--- config.mk ---
export PLATFORM = sky130hd
export DESIGN_NAME = gbp_front
export DESIGN_NICKNAME = d
export VERILOG_FILES = /design/src/rtl/gbp_pkg.sv /design/src/rtl/gbp_front.sv
export SDC_FILE = /design/constraint.sdc
export NUM_CORES = 1
export LEC_CHECK = 0
export BUFFER_PORTS_ARGS = -buffer_cell sky130_fd_sc_hd__clkbuf_2
export CAP_MARGIN = 20
export CORE_ASPECT_RATIO = 1.25
export CORE_UTILIZATION = 39
export CTS_CLUSTER_DIAMETER = 40
export DETAILED_ROUTE_END_ITERATION = 16
export SYNTH_ARGS = -nofsm -noshare
export SYNTH_HDL_FRONTEND = slang
export SYNTH_SLANG_ARGS = --single-unit
export TNS_END_PERCENT = 10
--- constraint.sdc ---
create_clock -name i_clk -period 8.6 [get_ports i_clk]
set_clock_uncertainty 0.2 [all_clocks]
set_input_delay 2.58 -clock i_clk [delete_from_list [all_inputs] [get_ports i_clk]]
set_output_delay 2.58 -clock i_clk [all_outputs]
set_load 0.005 [all_outputs]
--- src/rtl/gbp_pkg.sv ---
// gbp_pkg: shared constants, types and helpers for the gshare branch predictor.
// No dependencies; imported by every module of the block.
package gbp_pkg;

    localparam int INDEX_BITS   = 12;
    localparam int TABLE_SIZE   = 1 << INDEX_BITS;
    localparam int HIST_BITS    = 12;
    localparam int HIST_MAX_EFF = (HIST_BITS < INDEX_BITS) ? HIST_BITS : INDEX_BITS;
    localparam int SH_W         = $clog2(INDEX_BITS + 1);
    localparam int CFG_W        = 4;
    localparam int CNT_W        = 32;
    localparam int Q_DEPTH      = 2;
    localparam int Q_CNT_W      = $clog2(Q_DEPTH + 1);
    localparam int Q_PTR_W      = $clog2(Q_DEPTH);

    typedef logic [INDEX_BITS-1:0] t_idx;
    typedef logic [HIST_BITS-1:0]  t_hist;
    typedef logic [1:0]            t_ctr;
    typedef logic [SH_W-1:0]       t_nlen;

    localparam t_ctr CTR_INIT = 2'b10;   // weakly taken
    localparam t_ctr CTR_MAX  = 2'b11;
    localparam t_ctr CTR_MIN  = 2'b00;

    typedef struct packed {
        t_idx idx;
        logic taken;
    } t_mid_item;

    typedef struct packed {
        logic             predicted_taken;
        logic             mispredicted;
        logic [CNT_W-1:0] branch_count;
        logic [CNT_W-1:0] mispredict_count;
    } t_result;

    // Saturating 2-bit counter training.
    function automatic t_ctr ctr_train(input t_ctr ctr, input logic taken);
        t_ctr r;
        r = ctr;
        if (taken) begin
            if (ctr != CTR_MAX) r = ctr + 2'd1;
        end else begin
            if (ctr != CTR_MIN) r = ctr - 2'd1;
        end
        return r;
    endfunction

endpackage

--- src/rtl/gbp_front.sv ---
// gbp_front: history register, config register, table index hashing and the
// queue that hands indexed branches to the back end. Depends on gbp_pkg.
module gbp_front import gbp_pkg::*; (
    input  logic             i_clk,
    input  logic             i_rst_n,
    input  logic             i_cfg_we,
    input  logic [CFG_W-1:0] i_cfg_wdata,
    input  logic             i_push,
    input  logic [31:0]      i_pc,
    input  logic             i_taken,
    output logic             o_full,
    output logic             o_head_vld,
    output t_mid_item        o_head,
    input  logic             i_head_pop
);

    logic [CFG_W-1:0]   r_hist_bits;
    t_hist              r_hist, n_hist;
    t_nlen              n_eff, shamt;
    t_hist              hmask, hist_m;
    logic [INDEX_BITS+HIST_BITS-1:0] hist_wide;
    t_idx               idx;

    t_mid_item          r_q [Q_DEPTH];
    logic [Q_PTR_W-1:0] r_wr_ptr, r_rd_ptr;
    logic [Q_CNT_W-1:0] r_cnt;

    // effective history length: saturate to history width and index width
    always_comb begin
        if (32'(r_hist_bits) > HIST_MAX_EFF) n_eff = t_nlen'(HIST_MAX_EFF);
        else                                 n_eff = t_nlen'(r_hist_bits);
    end

    always_comb begin
        for (int i = 0; i < HIST_BITS; i++) hmask[i] = (i < int'(n_eff));
        hist_m    = r_hist & hmask;
        shamt     = t_nlen'(INDEX_BITS) - n_eff;
        hist_wide = (INDEX_BITS + HIST_BITS)'(hist_m) << shamt;
        idx       = i_pc[INDEX_BITS+1:2] ^ hist_wide[INDEX_BITS-1:0];
        if (n_eff == '0) n_hist = '0;
        else             n_hist = (hist_m >> 1) | (t_hist'(i_taken) << (n_eff - t_nlen'(1)));
    end

    always_ff @(posedge i_clk) begin
        if (!i_rst_n) begin
            r_hist_bits <= '0;
            r_hist      <= '0;
        end else begin
            if (i_cfg_we) r_hist_bits <= i_cfg_wdata;
            if (i_push)   r_hist      <= n_hist;
        end
    end

    // hand-off queue
    always_ff @(posedge i_clk) begin
        if (!i_rst_n) begin
            r_wr_ptr <= '0;
            r_rd_ptr <= '0;
            r_cnt    <= '0;
        end else begin
            if (i_push)     r_wr_ptr <= r_wr_ptr + Q_PTR_W'(1);
            if (i_head_pop) r_rd_ptr <= r_rd_ptr + Q_PTR_W'(1);
            r_cnt <= r_cnt + Q_CNT_W'(i_push) - Q_CNT_W'(i_head_pop);
        end
    end

    always_ff @(posedge i_clk) begin
        if (i_push) r_q[r_wr_ptr] <= '{idx: idx, taken: i_taken};
    end

    assign o_full     = (r_cnt == Q_CNT_W'(Q_DEPTH));
    assign o_head_vld = (r_cnt != '0);
    assign o_head     = r_q[r_rd_ptr];

endmodule

After elaboration in Yosys (flattened, before gate mapping)
Memory sizes are Yosys's and may differ from the RTL's. A register that Yosys moved wholly into a read port is not among the register bits.
Cells that the tools add are included.
Operators by class
  add/sub/neg operators: 6
  $mul: 0
  divide/modulo/power cells: 0
  $lt $le $gt $ge: 13
  eq/ne operators: 1
  shift operators: 2
  multiplexer cells: 6
  bitwise operators: 3
  reduce and logical (&&, ||, !) cells: 2
Operator list (number)
  < comparator 3 x 4 -> 1 bit, first input constant: 4
  < comparator 4 bit, first input constant: 4
  AND 12 bit: 1
  two-way mux 12 bit: 1
  OR 11 x 12 -> 12 bit: 1
  left shift 1 x 4 -> 12 bit: 1
  left shift 12 x 4 -> 12 bit: 1
  XOR 12 bit: 1
  < comparator 1 x 4 -> 1 bit, first input constant: 2
  < comparator 2 x 4 -> 1 bit, first input constant: 2
  > comparator 4 bit, second input constant: 1
  zero test 4 bit: 1
  two-way mux 1 bit: 4
  two-way mux 4 bit: 1
  subtractor 4 x 1 -> 4 bit, second input constant: 1
  subtractor 4 bit, first input constant: 1
  adder 1 bit, second input constant: 2
  adder 2 x 1 -> 2 bit: 1
  == test 2 bit, second input constant: 1
  nonzero test 2 bit: 1
  subtractor 2 x 1 -> 2 bit: 1
Storage, ports and cells
  bits in registers: 20
  latch bits: 0
  memory bits (writable): 26
  ROM bits: 0
  input bits: 42
  output and inout port bits: 15
  word-level logic and storage cells: 39
  memories kept: 1
Memories
  r_q: words 2, width 13, read ports 1, clocked after memory_dff 1, wr ports 1, RTL line gbp_front.sv:24  | t_mid_item r_q [Q_DEPTH];

Logic depth before layout (Yosys ltp)
  depth in word-level cells: 6
  mapped depth: 12
  gate-level depth less buffers: 8

Least setup slack after synthesis
OpenSTA, ideal clock, no wires.
  kind: input to register
  start point: in i_push
  end point: mem r_q[0][0] (netlist name), enable pin
  setup time: 382 ps
  arrival time: 3735 ps
  path slack: 4282 ps
  cell stages on the path: 4
  path buffers: 2
  cell sequence: clkbuf_1 > inv_1 > clkbuf_1 > nor2_1
On the way
  cells in the longest elaborated chain, start to end: 2
Ends and longest elaborated chain
  from (decl): RTL line gbp_front.sv:8  | input logic i_push,
  two-way mux 1 bit: RTL line gbp_front.sv:68  | if (i_push) r_q[r_wr_ptr] <= '{idx: idx, taken: i_taken};
  two-way mux 1 bit (implied by the code): RTL line gbp_front.sv:68
  to (decl): RTL line gbp_front.sv:24
No other way between the ends.

==> qor.yml <==
worst_setup_path:
  worst_setup_path_end_kind: "output pin"
  worstPathRequired_ns: 5.82
  critical_path_class: "reg -> out"
  arrival_ns: 1.53
  cp-start-kind: "flip-flop"
  path_max_fanout: 13
synth:
  synth_edf_count: 26
  synth_commonest_cells: "edfxtp_1 (26), nor2_1 (23), dfxtp_1 (21), nand2_1 (18), a21oi_1 (16)"
  ys_ff_latch: 47
  synth_top_family_by_area: "compound AO/OA/AOI/OAI gates"
  synthArstFlopShare_pct: 0
  synthSimpleGateAreaFrac_pct: 18.71
  yosysMostFrequentCell: "edfxtp_1"
  synth_xor_area_share_pct: 4.242
  synth_compound_area_share_pct: 23.27
  synth_fa_ha_area_share_pct: 1.616
  synth_top_area_share_pct: 25.21
  ys_warn_count: 0
  synthTopCellsByArea: "edfxtp_1 (25%), dfxtp_1 (14%), mux2_2 (4.7%)"
  mappedNetlistNets: 370
  ys.flop_type: "edfxtp_1"
  syn-cell-area_um2: 3097
  ys_seq_area_share_pct: 38.79
  syn_inst: 324
  synthMuxAreaShare_pct: 6.343
  synth_cell_types: 70
  yosysTopAreaCell: "edfxtp_1"
  syn_avg_cell_area_um2: 9.558
floorplan:
  start_util_pct: 41.11
  dieHeight_um: 101.6
  dieArea_um2: 8303
  die_x_um: 81.70
  fp-row-count: 35
  pin_count: 57
  core_area_um2: 7532
grt:
  grt_pass1_vias: 2499
  grt_pass1_wl_mm: 12.41
  grt_start_max_net_pins: 39
  overflow: 0
  antenna_found_initial: 0
  grt_usage_pct: 19.73
layout:
  final.fill_count: 750
  nNetsFinal: 390
  stdcell_count: 437
  final_core_utilization_pct: 44.83
  areaGrowthSynthToFinish_pct: 9.051
  drive_gt1_share_pct: 21.16
  antenna_cells: 0
timing:
  hold_viol_final: 0
  post-route-worst-setup-slack_ns: 4.289
  worst_pin_slew_ns: 0.7628
  tns_ns: 0
  fmax_mhz: 232.0
  setup_viol: 0
  slew_headroom_pct: 49.14
  post-route-period-util_pct: 50.13
  min_period_ns: 4.311
  rsz0062_at_grt: "false"
  slew_viol_final: 0
pwr:
  cellLeakagePower_nw: 1.248
  finalPower_uw: 552.4
  irDropWorstVdd_uv: 109.7
  pwr_density_cell_nw_per_um2: 163.6
clocking:
  tritoncts: "yes"
  cts.sinks: 47
  cts.path.max_buffers: 2
  cts_resized: 0
  clkTransAtPathRegs_ns: 0.09
  cts_setup_buffers: 0
  insertion_delay_ns: 0.31
  htreeDepth: 2
  root_buffer: "clkbuf_8"
  cts_hold_buf: 0
  cts_made_buffers: 5
drt:
  wl_mm: 7.578
  ant_nets: 0
  drtIter0Drc: 237
  wire_per_inst_um: 17.34
  vias: 2649
  first_pass_iters: 5
  drc: 0
  vias_per_cell: 6.062
place:
  dp.cells: 428
  gp_congestion: 0.8956
  pre_cts_ws_ns: 3.916
  port_buffers: 36
  dp_hpwl_mm: 5.345
outcome:
  outcome: "finished clean"
hold_path:
  hold_path.class: "reg -> reg"
flow_run:
  cap_violations: 0
## cell families after synthesis
family	after synthesis
adders and majority gates	4
and+or+nand+nor	105
xor gates and xnor gates	15
AOI/OAI and AO/OA	92
DFF	47
muxes	18
buffers and inverters	43
## layout by cell type (no fill, tap or decap), types with 3 or more instances in the layout
master and instances:
a221oi_1 5, clkbuf_2 36, o211ai_1 8, nand2_1 18
o2bb2ai_1 3, ha_1 4, clkbuf_8 5, nor4_1 3
a32oi_1 5, nor3_1 5, a211oi_1 3, mux2i_1 5
o22ai_1 4, o21ai_0 7, xnor2_1 13, dfxtp_1 21
a32o_1 3, nor2_1 23, or3_1 3, edfxtp_1 26
inv_1 15, nor2b_1 5, a31oi_1 8, nand3_1 9
a21boi_0 3, nand2b_1 4, a21oi_1 16, mux2_2 13
and2_1 14, buf_4 4
## area by class of cell
| type | count | area (µm²) | share of cell area [%] |
|---|---|---|---|
| clock buffers | 5 | 68.82 | 2.038 |
| clock inverters | 3 | 43.79 | 1.297 |
| inverters | 16 | 60.06 | 1.778 |
| multi-input cells | 234 | 1678 | 49.69 |
| flip-flops and latches | 47 | 1201 | 35.57 |
| well taps | 92 | 115.1 | 3.409 |
| repair buffers | 40 | 210.2 | 6.225 |
## routing by layer
metal  global-route usage, %  part of all wire (%)  vias to the layer above  routed length, µm
met3                   3.063                   7.4                       22                558
met1                   24.85                    41                     1246               3071
met4                   9.852                   3.5                        0                266
met5                       0                     0                        -                  0
met2                   32.37                    49                      133               3682
li1                        -                     -                     1248                  -
## where the power goes
group / internal, mW / switching [mW] / total (mW)
Sequential: 0.254 / 0.00992 / 0.264
Combinational: 0.0507 / 0.0706 / 0.121
Clock: 0.0867 / 0.0809 / 0.168
Total: 0.391 / 0.161 / 0.552
## flip-flops by register name, indices dropped and copies added, names as in the netlist, named ones only
name         flops
r_wr_ptr         1
r_hist          12
r_q             26
r_cnt            2
r_rd_ptr         1
r_hist_bits      4
## metrics by stage
stage	area, µm²	hold slack [ns]
6_report	3377	0.2905
5_1_grt	3377	0.3232
4_1_cts	3369	0.2954
3_5_place_dp	3257	0.2809
3_3_place_gp	3257	0.2708
2_1_floorplan	3097	0.2495
## path summary, 6_finish.rpt
check | start | end | slack [ns] | depth (start not counted)
worst min-delay path | r_hist[11]$_SDFFE_PN0P_ | r_hist[11]$_SDFFE_PN0P_ | 0.29 | 2
worst min register to register | r_hist[11]$_SDFFE_PN0P_ | r_hist[11]$_SDFFE_PN0P_ | 0.29 | 2
worst max-delay path | flip-flop | o_head[5] | 4.29 | 2
worst max register to register | r_hist_bits[2]$_SDFFE_PN0P_ | r_q[1][12]$_DFFE_PP_ | 4.87 | 9
## critical path, cell delays in order, from the launching register on
cell,delay [ns]
dfxtp_1,0.70
mux2_2,0.41
clkbuf_2,0.11
(Power assumes the default switching activity.)
